==> src/hw/rtl/psc_pkg.sv <==
`timescale 1ns / 1ps
package psc_pkg;

	localparam int QDEPTH = 4;
	localparam int QAW = $clog2(QDEPTH);
	localparam int DIV_BITS = 64;

	localparam logic [1:0] REG_TCAL = 2'd0;
	localparam logic [1:0] REG_PCAL_A = 2'd1;
	localparam logic [1:0] REG_PCAL_B = 2'd2;
	localparam logic [1:0] REG_PCAL_C = 2'd3;

	localparam logic [63:0] TFINE_OFFSET = 64'd128000;
	localparam logic [63:0] P_BASE = 64'd1048576;
	localparam logic [63:0] P_SCALE = 64'd3125;
	localparam logic [63:0] P_BIAS = 64'h0000_8000_0000_0000;
	localparam logic [53:0] HPA_RECIP = 54'd171798692;
	localparam logic [13:0] HPA_MAX = 14'd9999;
	localparam logic [28:0] REC1000 = 29'd16778;
	localparam logic [19:0] REC100 = 20'd656;
	localparam logic [13:0] REC10 = 14'd103;

	typedef struct packed {
		logic [47:0] tcal;
		logic [63:0] pcal_a;
		logic [63:0] pcal_b;
		logic [15:0] pcal_c;
	} calib_t;

	typedef struct packed {
		logic signed [31:0] tfine;
		logic [19:0] raw_pressure;
	} front_item_t;

	typedef struct packed {
		logic [QAW:0] count;
		logic full;
		logic empty;
	} qstat_t;

	typedef struct packed {
		logic signed [31:0] tfine;
		logic nz;
	} div_tag_t;

	function automatic logic [63:0] sx16(input logic [15:0] v);
		return {{48{v[15]}}, v};
	endfunction

	// low 32x32 partial product
	function automatic logic [63:0] pp_lo(input logic [63:0] a, input logic [63:0] b);
		logic [63:0] r;
		r = {32'd0, a[31:0]} * {32'd0, b[31:0]};
		return r;
	endfunction

	// cross partial products, only the low half survives the wrap
	function automatic logic [31:0] pp_x(input logic [63:0] a, input logic [63:0] b);
		logic [63:0] c1;
		logic [63:0] c2;
		c1 = {32'd0, a[31:0]} * {32'd0, b[63:32]};
		c2 = {32'd0, a[63:32]} * {32'd0, b[31:0]};
		return c1[31:0] + c2[31:0];
	endfunction

	function automatic logic [63:0] pp_join(input logic [63:0] lo, input logic [31:0] x);
		return lo + {x, 32'd0};
	endfunction

endpackage

==> src/hw/rtl/psc_queue.sv <==
`timescale 1ns / 1ps
module psc_queue import psc_pkg::*; (
	input logic clk,
	input logic arst_n,
	input logic push_vld,
	input front_item_t push_item,
	output logic push_rdy,
	input logic pop,
	output logic pop_vld,
	output front_item_t pop_item,
	output qstat_t stat
);
	front_item_t mem_q [QDEPTH];
	logic [QAW-1:0] wptr_q, rptr_q;
	logic [QAW:0] count_q;
	logic do_push, do_pop;

	assign push_rdy = count_q != (QAW+1)'(QDEPTH);
	assign pop_vld = count_q != '0;
	assign do_push = push_vld && push_rdy;
	assign do_pop = pop && pop_vld;
	assign pop_item = mem_q[rptr_q];

	always_ff @(posedge clk or negedge arst_n) begin
		if (!arst_n) begin
			wptr_q <= '0;
			rptr_q <= '0;
			count_q <= '0;
		end else begin
			if (do_push) wptr_q <= wptr_q + 1'b1;
			if (do_pop) rptr_q <= rptr_q + 1'b1;
			if (do_push && !do_pop) count_q <= count_q + 1'b1;
			else if (do_pop && !do_push) count_q <= count_q - 1'b1;
		end
	end

	always_ff @(posedge clk) begin
		if (do_push) mem_q[wptr_q] <= push_item;
	end

	assign stat.count = count_q;
	assign stat.full = !push_rdy;
	assign stat.empty = !pop_vld;
endmodule

==> config.mk <==
export PLATFORM = sky130hd
export DESIGN_NAME = psc_queue
export DESIGN_NICKNAME = d
export VERILOG_FILES = /design/src/hw/rtl/psc_pkg.sv /design/src/hw/rtl/psc_queue.sv
export SDC_FILE = /design/constraint.sdc
export NUM_CORES = 1
export LEC_CHECK = 0
export ABC_AREA = 0
export BUFFER_PORTS_ARGS = -buffer_cell sky130_fd_sc_hd__buf_2
export CORE_ASPECT_RATIO = 1.75
export CORE_MARGIN = 10
export CORE_UTILIZATION = 42
export CTS_BUF_LIST = sky130_fd_sc_hd__clkbuf_16
export DETAILED_ROUTE_END_ITERATION = 16
export HOLD_SLACK_MARGIN = 0.1
export PLACE_DENSITY_LB_ADDON = 0.15
export SETUP_SLACK_MARGIN = 0.4
export SYNTH_ARGS = -nofsm -noshare
export SYNTH_HDL_FRONTEND = slang
export SYNTH_SLANG_ARGS = --single-unit
==> constraint.sdc <==
create_clock -name clk -period 5.2 [get_ports clk]
set_clock_uncertainty 0.05 [all_clocks]
set_input_delay 0.78 -clock clk [delete_from_list [all_inputs] [get_ports clk]]
set_output_delay 0.78 -clock clk [all_outputs]
set_load 0.01 [all_outputs]
Word-level counts from Yosys, hierarchy flattened
Memories as Yosys holds them, arrays and structs flattened.
Index checks and enable logic that the tools add are counted.
{ "totals": {"regBits": 7, "mem_bits_rw": 208, "n_memories": 1, "out_inout_bits": 59} }
{ "memory_table": {"columns": ["memory", "words", "width", "rd", "rd_ports_with_merged_regs", "wr", "line_no", "rtl"], "rows": [
  ["mem_q", 4, 52, 1, 0, 1, "psc_queue.sv:13", "front_item_t mem_q [QDEPTH];"]
]} }
{ "classes": {"n_eq_ne": 1, "n_addsub": 4, "reduce_logical": 10, "mux": 4} }
{ "ops": {"columns": ["op", "n"], "rows": [
  ["$mux W3", 2],
  ["$add A2 B1 Y2 const B", 2],
  ["$logic_and A1 B1 Y1", 4],
  ["$logic_not A1 Y1", 4],
  ["$add A3 B1 Y3 const B", 1],
  ["$ne A3 B3 Y1 const B", 1],
  ["$reduce_bool A3 Y1", 1],
  ["$sub A3 B1 Y3 const B", 1],
  ["$mux W1", 2],
  ["$reduce_bool A2 Y1", 1]
]} }

Logic depth before layout (Yosys ltp)
{ "depth": {"word_depth": 6, "depth_mapped": 11, "depth_no_buf": 10} }

Worst setup path after synthesis
OpenSTA, ideal clock, no wires.
{ "synth_path": {"kind": "input to register", "start": "input port push_vld", "end": "memory mem_q[0][0] (netlist name), enable pin", "required_time_ns": 4.735, "t_arrival_ns": 2.298, "stages": 3, "slack_ns": 2.437, "setup_ns": 0.415, "cell_sequence": "nor2b_1 -> buf_6 -> and2_1"} }
{ "synth_between": {"elab_chain_len": 3} }
{ "synth_lines": {"columns": ["element", "line_no", "rtl"], "rows": [
  ["start, declared", "psc_queue.sv:5", "input logic push_vld,"],
  ["$logic_and A1 B1 Y1", "psc_queue.sv:20", "assign do_push = push_vld && push_rdy;"],
  ["named net do_push", "psc_queue.sv:16", "logic do_push, do_pop;"],
  ["$mux W1", "psc_queue.sv:38", "if (do_push) mem_q[wptr_q] <= push_item;"],
  ["$mux W1 (not written as such)", "psc_queue.sv:38", null],
  ["end, declared", "psc_queue.sv:13", null]
]} }
The timed path passes the listed nets, and every way through them passes these cells.

==> flow_metrics.env <==
export IMPL_synth_area_leaders="edfxtp_1 (78%), mux4_2 (14%), dfrtp_1 (2.2%)"
export IMPL_worst_slack_ns=1.835
export IMPL_wirelength_um=14950
export IMPL_reg2reg_to="mem_q[1][50]$_DFFE_PP_"
export IMPL_viasPerCell=5.185
export IMPL_ir_drop_v=0.0003712
export IMPL_ys_ff_latch=215
export IMPL_cp_max_fo=54
export IMPL_relSlewSlack=0.2426
export IMPL_die_h_um=202.5
export IMPL_async_reset_ff_frac=0.03256
export IMPL_finalHoldViolations=0
export IMPL_gr_total_overflow=0
export IMPL_clockBufferDepth=3
export IMPL_rows=66
export IMPL_fmax_mhz=297.2
export IMPL_die_w_um=124.3
export IMPL_clk_latency_ns=0.48
export IMPL_fin_crit_ns=3.365
export IMPL_cp_arrival_ns=2.53
export IMPL_worstMarginPinSlew_ns=1.136
export IMPL_status="finished clean"
export IMPL_crit_path_end_kind="output port"
export IMPL_syn_instance_count=310
export IMPL_worstReg2RegStart="count_q[0]$_DFFE_PN0P_"
export IMPL_drive_gt1_frac=0.4420
export IMPL_fin_area_sq_mm=0.009343
export IMPL_grt_pass1_wl_um=23250
export IMPL_synthTopCellsByCount="edfxtp_1 (208), mux4_2 (48), dfrtp_1 (7)"
export IMPL_finalMaxSlewViolations=0
export IMPL_io_pins=115
export IMPL_grt_setup_unrepaired="no"
export IMPL_numClockSinks=215
export IMPL_numCtsBuffers=19
export IMPL_p_leak_uw=0.003244
export IMPL_grt_pass1_vias=4073
export IMPL_dp_slack_ns=2.100
export IMPL_totalNegativeSetupSlack_ns=0
export IMPL_required_ns=4.37
export IMPL_synth_top_area_cell="edfxtp_1"
export IMPL_gp_congestion=0.7078
export IMPL_holdWs_ns=0.4642
export IMPL_num_vias=3557
export IMPL_n_antenna_cell=0
export IMPL_synth_most_common_cell="edfxtp_1"
export IMPL_clk_pin_slew_ns=0.06
export IMPL_floorplan_die_area_sq_mm=0.02517
export IMPL_cts_tree="built"
export IMPL_avgSynthCellArea_sq_um=25.79
export IMPL_drv_cap=0
export IMPL_synth_edf_count=208
export IMPL_power_density_mw_per_mm2=564.5
export IMPL_antenna_left=0
export IMPL_placed_area_sq_mm=0.008757
export IMPL_met1_length_um=5801
export IMPL_yosysSeqAreaShare=0.8033
export IMPL_root_buffer="clkbuf_16"
export IMPL_wl_per_cell_um=21.79
export IMPL_dp_hpwl_um=9284
export IMPL_fin_crit_sh=0.6471
export IMPL_grt_start_max_net_pins=55
export IMPL_io_buffer_count=114
export IMPL_synth_ff_type="edfxtp_1"
export IMPL_r2r_slack_ns=2.45
export IMPL_drc=0
export IMPL_routed_top_layer="met5"
export IMPL_critPathLaunchType="flip-flop"
export IMPL_final_nets=500
export IMPL_synthesis_nets=372
export IMPL_wl_met3_um=794
export IMPL_grt_use_total=0.1167
export IMPL_yosys_area_top_type_share=0.7813
export IMPL_syn_to_final_growth_pct=16.87
export IMPL_syn_cell_area_sq_mm=0.007994
export IMPL_wl_met2_um=8031
export IMPL_path_class="reg2out"
export IMPL_antenna_found_initial=2
export IMPL_drtIter0Drc=402
export IMPL_ctsResizeCount=0
export IMPL_ff2ff_path_depth=6
export IMPL_fp_coreArea_sq_mm=0.01866
export IMPL_setup_viol_count_final=0
export IMPL_p_total_uw=5274
export IMPL_hold_class="in2reg"
export IMPL_yosys_warnings=0
export IMPL_firstDrtPassIters=4
export IMPL_crit_path_start="rptr_q[0]$_DFFE_PN0P_"
export IMPL_start_util=0.4283
export IMPL_critPathCapture="pop_item[48]"
export IMPL_ctsHtreeMaxLevel=1
export IMPL_synth_cell_types=19
[cells in the final DEF (no fill, tap or decap), drive strengths merged, types with 4 or more instances in the layout]
master | synthesis | routed
clkinv | 0 | 5
clkbuf | 0 | 19
mux4 | 52 | 52
edfxtp | 208 | 208
ha | 5 | 5
and2 | 4 | 4
inv | 5 | 10
xnor2 | 4 | 4
buf | 13 | 119
dfrtp | 7 | 7
[report_power, final]
group,internal [uW],switching (uW),leakage (uW)
combinational,704,703,0.000958
sequential,2300,261,0.00199
clock,758,552,0.000302
[cells by family after synthesis]
logic type	count (synthesis)	synth area share
flops	215	0.8033
xor+xnor	6	0.006574
mux	54	0.1512
simple gates	11	0.007200
buf+inv	18	0.02144
fa+ha+maj	6	0.01033
[metrics by stage]
step / util / cells
2_1_floorplan: - / 310
3_3_place_gp: 0.4692 / 654
3_5_place_dp: 0.4692 / 654
4_1_cts: 0.5006 / 686
5_1_grt: 0.5006 / 686
6_report: 0.5006 / 686
[what timing repair did]
item | 4_1_cts | 5_1_grt
hold endpoints to repair | 7 | 0
setup buffers | 0 | 0
hold buffers | 1 | 0
[registers in the layout (all words and copies together), names as in the netlist]
| register | flops |
|---|---|
| wptr_q | 2 |
| mem_q | 208 |
| rptr_q | 2 |
| count_q | 3 |
[per-layer routing]
layer  track usage  vias up
met5             0        -
met4       0.03843        2
met3       0.02765       23
met2        0.2080      107
met1        0.1343     1861
li1              -     1564
[cell type report]
cell class	count	area (sq um)
well taps	238	297.8
multi-input cells	77	1406
clock inverters	12	100.1
repair buffers	120	618.1
fillers	1574	9320
inverters	5	18.77
flip-flops and latches	215	6426
clock buffers	19	475.5
[worst max-delay path, cell delays in order, from the launching register on]
cell and delay, ns:
dfrtp_4 1.15, mux4_1 0.71, buf_2 0.17
[how the worst min path moves through the flow]
stage                             end                    from  slack [ns]  cells past startpoint
6_report        mem_q[3][4]$_DFFE_PP_            push_item[4]        0.46                      1
4_1_cts        mem_q[1][38]$_DFFE_PP_           push_item[38]        0.45                      1
2_1_floorplan  count_q[0]$_DFFE_PN0P_                  arst_n        0.43                      0
5_1_grt        mem_q[0][20]$_DFFE_PP_           push_item[20]        0.46                      1
3_5_place_dp   count_q[2]$_DFFE_PN0P_  count_q[2]$_DFFE_PN0P_        0.45                      1
3_3_place_gp   count_q[2]$_DFFE_PN0P_  count_q[2]$_DFFE_PN0P_        0.45                      1
Note: power is estimated with default switching activity, not from simulation.
