## config.mk

```make
export PLATFORM = sky130hd
export DESIGN_NAME = psc_front_flat
export DESIGN_NICKNAME = d
export VERILOG_FILES = /design/src/hw/rtl/psc_pkg.sv /design/src/hw/rtl/psc_in_if.sv /design/src/hw/rtl/psc_front.sv /design/src/flat_wrapper.sv
export SDC_FILE = /design/constraint.sdc
export NUM_CORES = 2
export LEC_CHECK = 0
export ABC_AREA = 1
export BUFFER_PORTS_ARGS = -buffer_cell sky130_fd_sc_hd__buf_2
export CAP_MARGIN = 20
export CORE_MARGIN = 2
export CORE_UTILIZATION = 55
export CTS_CLUSTER_SIZE = 24
export DETAILED_ROUTE_END_ITERATION = 8
export PLACE_DENSITY = 0.7
export SKIP_CTS_REPAIR_TIMING = 1
export SLEW_MARGIN = 0
export SYNTH_ARGS = -nofsm -noshare
export SYNTH_HDL_FRONTEND = slang
export SYNTH_SLANG_ARGS = --single-unit
```

## constraint.sdc

```tcl
create_clock -name clk -period 9.4 [get_ports clk]
set_input_delay 1.88 -clock clk [delete_from_list [all_inputs] [get_ports clk]]
set_output_delay 1.88 -clock clk [all_outputs]
set_load 0.05 [all_outputs]
```

## src/hw/rtl/psc_pkg.sv

```systemverilog
`timescale 1ns / 1ps
package psc_pkg;

	localparam int QDEPTH = 4;
	localparam int QAW = $clog2(QDEPTH);
	localparam int DIV_BITS = 64;

	localparam logic [1:0] REG_TCAL = 2'd0;
	localparam logic [1:0] REG_PCAL_A = 2'd1;
	localparam logic [1:0] REG_PCAL_B = 2'd2;
	localparam logic [1:0] REG_PCAL_C = 2'd3;

	localparam logic [63:0] TFINE_OFFSET = 64'd128000;
	localparam logic [63:0] P_BASE = 64'd1048576;
	localparam logic [63:0] P_SCALE = 64'd3125;
	localparam logic [63:0] P_BIAS = 64'h0000_8000_0000_0000;
	localparam logic [53:0] HPA_RECIP = 54'd171798692;
	localparam logic [13:0] HPA_MAX = 14'd9999;
	localparam logic [28:0] REC1000 = 29'd16778;
	localparam logic [19:0] REC100 = 20'd656;
	localparam logic [13:0] REC10 = 14'd103;

	typedef struct packed {
		logic [47:0] tcal;
		logic [63:0] pcal_a;
		logic [63:0] pcal_b;
		logic [15:0] pcal_c;
	} calib_t;

	typedef struct packed {
		logic signed [31:0] tfine;
		logic [19:0] raw_pressure;
	} front_item_t;

	typedef struct packed {
		logic [QAW:0] count;
		logic full;
		logic empty;
	} qstat_t;

	typedef struct packed {
		logic signed [31:0] tfine;
		logic nz;
	} div_tag_t;

	function automatic logic [63:0] sx16(input logic [15:0] v);
		return {{48{v[15]}}, v};
	endfunction

	// low 32x32 partial product
	function automatic logic [63:0] pp_lo(input logic [63:0] a, input logic [63:0] b);
		logic [63:0] r;
		r = {32'd0, a[31:0]} * {32'd0, b[31:0]};
		return r;
	endfunction

	// cross partial products, only the low half survives the wrap
	function automatic logic [31:0] pp_x(input logic [63:0] a, input logic [63:0] b);
		logic [63:0] c1;
		logic [63:0] c2;
		c1 = {32'd0, a[31:0]} * {32'd0, b[63:32]};
		c2 = {32'd0, a[63:32]} * {32'd0, b[31:0]};
		return c1[31:0] + c2[31:0];
	endfunction

	function automatic logic [63:0] pp_join(input logic [63:0] lo, input logic [31:0] x);
		return lo + {x, 32'd0};
	endfunction

endpackage

```

## src/hw/rtl/psc_in_if.sv

```systemverilog
`timescale 1ns / 1ps
interface psc_in_if;
	logic valid;
	logic ready;
	logic [19:0] raw_pressure;
	logic [19:0] raw_temperature;

	modport source(output valid, output raw_pressure, output raw_temperature, input ready);
	modport sink(input valid, input raw_pressure, input raw_temperature, output ready);
endinterface

```

## src/hw/rtl/psc_front.sv

```systemverilog
`timescale 1ns / 1ps
module psc_front import psc_pkg::*; (
	input logic clk,
	input logic arst_n,
	input logic [47:0] tcal,
	psc_in_if.sink smp,
	input logic push_rdy,
	output logic push_vld,
	output front_item_t push_item
);
	logic adv;
	logic vld_s1, vld_s2, vld_s3, vld_s4;
	logic [19:0] adct_s1, adcp_s1, adcp_s2, adcp_s3, adcp_s4;
	logic signed [33:0] ax_s2, dd_s2;
	logic signed [22:0] a_s3;
	logic signed [37:0] bt_s3;
	logic signed [31:0] tf_s4;
	logic signed [17:0] xd;
	logic signed [16:0] dd;
	logic signed [21:0] ddsh;
	logic [15:0] t1;
	logic signed [15:0] t2, t3;

	assign t1 = tcal[15:0];
	assign t2 = $signed(tcal[31:16]);
	assign t3 = $signed(tcal[47:32]);

	assign adv = !vld_s4 || push_rdy;
	assign smp.ready = adv;

	assign xd = $signed({1'b0, adct_s1[19:3]}) - $signed({1'b0, t1, 1'b0});
	assign dd = $signed({1'b0, adct_s1[19:4]}) - $signed({1'b0, t1});
	assign ddsh = dd_s2[33:12];

	always_ff @(posedge clk or negedge arst_n) begin
		if (!arst_n) begin
			vld_s1 <= 1'b0;
			vld_s2 <= 1'b0;
			vld_s3 <= 1'b0;
			vld_s4 <= 1'b0;
		end else if (adv) begin
			vld_s1 <= smp.valid;
			vld_s2 <= vld_s1;
			vld_s3 <= vld_s2;
			vld_s4 <= vld_s3;
		end
	end

	always_ff @(posedge clk) begin
		if (adv) begin
			adct_s1 <= smp.raw_temperature;
			adcp_s1 <= smp.raw_pressure;
			ax_s2 <= xd * t2;
			dd_s2 <= dd * dd;
			adcp_s2 <= adcp_s1;
			a_s3 <= 23'(ax_s2 >>> 11);
			bt_s3 <= ddsh * t3;
			adcp_s3 <= adcp_s2;
			tf_s4 <= 32'(a_s3) + 32'(bt_s3 >>> 14);
			adcp_s4 <= adcp_s3;
		end
	end

	assign push_vld = vld_s4;
	assign push_item.tfine = tf_s4;
	assign push_item.raw_pressure = adcp_s4;
endmodule

```

## src/flat_wrapper.sv

```systemverilog
// flat-port wrapper written by rule: the top's interface ports become plain ports
module psc_front_flat import psc_pkg::*;
  (clk, arst_n, tcal, push_rdy, push_vld, push_item, smp_valid, smp_raw_pressure, smp_raw_temperature, smp_ready);
  psc_in_if smp_i ();
  input logic clk;
  input logic arst_n;
  input logic [47:0] tcal;
  input logic push_rdy;
  output logic push_vld;
  output front_item_t push_item;
  input wire logic [$bits(smp_i.valid)-1:0] smp_valid;
  input wire logic [$bits(smp_i.raw_pressure)-1:0] smp_raw_pressure;
  input wire logic [$bits(smp_i.raw_temperature)-1:0] smp_raw_temperature;
  output wire logic [$bits(smp_i.ready)-1:0] smp_ready;
  assign smp_i.valid = smp_valid;
  assign smp_i.raw_pressure = smp_raw_pressure;
  assign smp_i.raw_temperature = smp_raw_temperature;
  assign smp_ready = smp_i.ready;
  psc_front u_core (.clk(clk), .arst_n(arst_n), .tcal(tcal), .smp(smp_i), .push_rdy(push_rdy), .push_vld(push_vld), .push_item(push_item));
endmodule
```

## Word level (Yosys, flattened, before mapping)

Index checks and enable logic that the tools add are counted.

| cells by class | value |
|---|---|
| add/subtract/negate cells | 3 |
| multipliers | 3 |
| reduce and logical (&&, ||, !) cells | 2 |

Operators with widths:

| cell | number |
|---|---|
| 22-bit by 16-bit multiplier with 38-bit output | 1 |
| 17-bit by 17-bit multiplier with 34-bit output | 1 |
| 18-bit by 16-bit multiplier with 34-bit output | 1 |
| 23-bit by 24-bit adder with 25-bit output | 1 |
| 17-bit by 17-bit subtractor with 18-bit output | 1 |
| 16-bit by 16-bit subtractor with 17-bit output | 1 |
| 1-bit logical NOT | 1 |
| 1-bit logical OR | 1 |

| word-level totals | value |
|---|---|
| bits in registers | 265 |
| input port bits | 92 |
| output and inout bits | 54 |
| word-level logic and storage cells | 22 |

## Longest topological paths before layout

| logic depth | value |
|---|---|
| depth after elaboration | 2 |
| depth in mapped cells | 38 |
| depth with buffers taken out | 38 |

## Worst setup path before layout

No wires, ideal clock.

| timing | value |
|---|---|
| kind | input-to-output |
| start point | input push_rdy |
| end point | output smp_ready |
| arrival | 6,817 ps |
| data required time | 7,520 ps |
| slack | 703 ps |
| stages | 2 |
| cells stage by stage | inv_1 -> nand2_1 |

| on the way | value |
|---|---|
| longest elaborated chain between the ends | 1 |

Ends and longest elaborated chain:

| item | RTL line | RTL |
|---|---|---|
| from (decl) | flat_wrapper.sv:8 | `input logic push_rdy;` |
| 1-bit logical OR | psc_front.sv:28 | `assign adv = !vld_s4 \|\| push_rdy;` |
| to (decl) | flat_wrapper.sv:14 | `output wire logic [$bits(smp_i.ready)-1:0] smp_ready;` |

Every way passes these cells.

## Final worst setup path

| timing | value |
|---|---|
| start point | input tcal[0] |
| end point | register u_core.dd_s2[27] (data pin) |

| on the way | value |
|---|---|
| longest elaborated chain between the ends | 2 |

Ends and longest elaborated chain:

| item | RTL line | RTL |
|---|---|---|
| from (decl) | flat_wrapper.sv:7 | `input logic [47:0] tcal;` |
| 16-bit by 16-bit subtractor with 17-bit output | psc_front.sv:32 | `assign dd = $signed({1'b0, adct_s1[19:4]}) - $signed({1'b0, t1});` |
| 17-bit by 17-bit multiplier with 34-bit output | psc_front.sv:54 | `dd_s2 <= dd * dd;` |
| to (signal assigned) | psc_front.sv:54 |  |
| to (decl) | psc_front.sv:14 | `logic signed [33:0] ax_s2, dd_s2;` |

Every way passes these cells.
A chain may end at the register's enable or synchronous reset.

==> flow_summary.toml <==
[outcome]
status = "finished clean"

[final_layout]
fillCellCount = 6905
finalNetCount = 6394
commonest_cells_after_routing_fill_and_taps_aside = "sky130_fd_sc_hd__inv_1 (1357), sky130_fd_sc_hd__nand2_1 (1091), sky130_fd_sc_hd__fa_1 (899)"
layout_commonest_cell = "sky130_fd_sc_hd__inv_1"
post_route_cells_drive_above_1_share_pct = 5.57
areaGrowthSynthToFinish_pct = 6.31

[detailed_routing]
drtIter0Drc = 2049
detailroute.via_count = 32030
viasPerCell = 5.20
antenna_violating_nets_post_route = 0
drt_first_pass_iters = 5
drc = 0
avgRoutedWirePerCell_um = 16.7
detail_route.wirelength_um = 103000

[floorplanning]
fp.coreArea_sq_um = 77700
dieWidth_um = 285
core.rowCount = 102
pin_count = 146
die_area_sq_um = 81000
initial_cell_density_of_the_core_pct = 55.7
chipHeight_um = 285

[yosys]
synthesis.nets = 6311
synth_enable_flop_cells = 214
post_synth_instance_area_sq_um = 43300
postSynthRegisterBits = 218
synth_cells = 5017
postSynth.topFlopCell = "sky130_fd_sc_hd__edfxtp_1"
synth.avg_cell_area_sq_um = 8.63
synth-warning-count = 0
count_of_cell_types_in_the_netlist = 46
seq_area_frac_synth_pct = 15.1
async_reset_ff_share_pct = 1.83

[placed_design]
gp_congestion = 0.956
port-buffer-count = 142
post-dp-hpwl_um = 85000

[run]
max-cap-violations = 0

[grt]
first_global_vias = 34047
grt.overflow.total = 0
grt_first_pass_wirelength_um = 173000
gr-usage-all-layers_pct = 26.8
pin_count_of_the_biggest_net_entering_global_routing = 187
antenna_found_initial = 4

[cts]
clock-sinks = 218
tritoncts = "done"
clock_slew_at_the_register_clock_pins_of_the_worst_setup_and_hold_paths_ps = 60
worst_skew_pair.late_latency_ps = 580
cts-root-to-sink-buffers = 3
cts_made_buffers = 26
clock-root-buffer = "sky130_fd_sc_hd__clkbuf_16"
htree_num_levels = 1

[timing]
worst_slew_pin_slew_ps = 1040
total_count_of_hold_check_failures_in_the_final_report = 0
finalWorstPathRequiredPeriod_ps = 8630
maxSlewViolCount = 0
finalClockSkew_ps = 22.1
rel_slew_slack_pct = 30.2
fmax_achieved_mhz = 116
rsz_0062_raised_after_global_routing = "false"
final.period_utilization_pct = 91.8
finalSetupTns_ps = 0
setup_failing_eps_final = 0

[critical_path]
slowest_stage = "sky130_fd_sc_hd__fa_1"
critPathArrivalTime_ps = 8950
worst-endpoint-required_ps = 9730
setup.worst_path.end_class = "flip-flop"
worst_setup_path_start_kind = "input pin"
critical_path_peak_fanout = 15
slowest_stage_delay_on_critical_path_ps = 630
worstSetupPathType = "in2reg"

[worst_hold_path]
hold_path_class = "reg2reg"
-- worst paths after layout --
kind / startpoint / end / slack, ps / cells after the start
setup / recovery: tcal[0] / u_core.dd_s2[27] / 770 / 30
hold / removal: u_core.ax_s2[33] / u_core.a_s3[22] / 410 / 0
setup reg to reg: u_core.adct_s1[4] / u_core.dd_s2[27] / 1840 / 30
hold reg to reg: u_core.ax_s2[33] / u_core.a_s3[22] / 410 / 0
max in group asynchronous: arst_n / u_core.push_vld / 8200 / 1
min in group asynchronous: arst_n / u_core.vld_s3 / 1090 / 1
-- layout make-up --
type | instances | area [sq um] | share of cell area [%]
Sequential cell | 218 | 6530 | 14.2
Multi-Input combinational cell | 3300 | 31100 | 67.5
Timing Repair Buffer | 188 | 1090 | 2.37
Tap cell | 1040 | 1300 | 2.83
Clock buffer | 29 | 682 | 1.48
Antenna cell | 2 | 5.00 | 0.0109
Inverter | 1366 | 5130 | 11.1
Clock inverter | 19 | 220 | 0.478
-- stage by stage --
step | setup WS (ps) | hold WS [ps] | std cells | util, % | cell area, sq um
2_1_floorplan | 703 | 400 | 5017 | - | 43300
3_3_place_gp | 293 | 400 | 6112 | 58.1 | 45100
3_5_place_dp | 236 | 405 | 6112 | 58.1 | 45100
4_1_cts | 846 | 416 | 6160 | 59.2 | 46000
5_1_grt | 321 | 421 | 6161 | 59.2 | 46000
6_report | 775 | 413 | 6162 | 59.2 | 46000
-- kinds of logic (layout without fill, tap and decap cells) --
| logic type | Yosys count | count (layout) | synth area share (%) |
|---|---|---|---|
| flip-flops | 218 | 218 | 15.1 |
| AND/OR/NAND/NOR | 1706 | 1706 | 15.6 |
| buffers and inverters | 1499 | 1602 | 13.2 |
| AO/OA/AOI/OAI | 308 | 308 | 4.06 |
| XOR/XNOR | 84 | 84 | 1.79 |
| other | 0 | 2 | 0 |
| adder cells (fa/ha/maj) | 1202 | 1202 | 50.3 |
-- registers in the layout, indices dropped and copies added, names as in the netlist --
signal	count
u_core.bt_s3	24
u_core.adcp_s4	20
u_core.ax_s2	23
u_core.a_s3	23
u_core.vld_s2	1
u_core.vld_s3	1
u_core.push_vld	1
u_core.adcp_s1	20
u_core.tf_s4	25
u_core.vld_s1	1
u_core.adcp_s2	20
u_core.adct_s1	17
u_core.dd_s2	22
u_core.adcp_s3	20
-- per-layer routing --
layer,GRT usage (%),part of all wire [%]
met5,0,0
met4,8.68,3.6
met3,3.00,6.2
met2,46.3,49
met1,35.3,41
-- critical path: cells and delay by family --
kind	cells	cell delay, ps
buffers and inverters	6	930
AOI/OAI and AO/OA	3	370
and+or+nand+nor	12	1600
adders and majority gates	9	4150
-- synth_stat cells, types with 15 or more instances --
master,number,area [sq um]
sky130_fd_sc_hd__nor2_1,414,1550
sky130_fd_sc_hd__edfxtp_1,214,6430
sky130_fd_sc_hd__a31oi_1,15,93.8
sky130_fd_sc_hd__a21oi_1,135,676
sky130_fd_sc_hd__xor2_1,59,517
sky130_fd_sc_hd__nand2_1,1092,4100
sky130_fd_sc_hd__ha_1,303,3790
sky130_fd_sc_hd__clkbuf_1,85,319
sky130_fd_sc_hd__o21bai_1,18,135
sky130_fd_sc_hd__inv_1,1357,5090
sky130_fd_sc_hd__buf_2,30,150
sky130_fd_sc_hd__or2_2,30,188
sky130_fd_sc_hd__o21ai_0,87,435
sky130_fd_sc_hd__nor3_1,24,120
sky130_fd_sc_hd__xnor2_1,20,175
sky130_fd_sc_hd__a21o_1,25,188
sky130_fd_sc_hd__nand3_1,110,551
sky130_fd_sc_hd__fa_1,899,18000
Power is not shown: default switching activity piles up to over one toggle a cycle in this logic, so the estimate is an artifact.
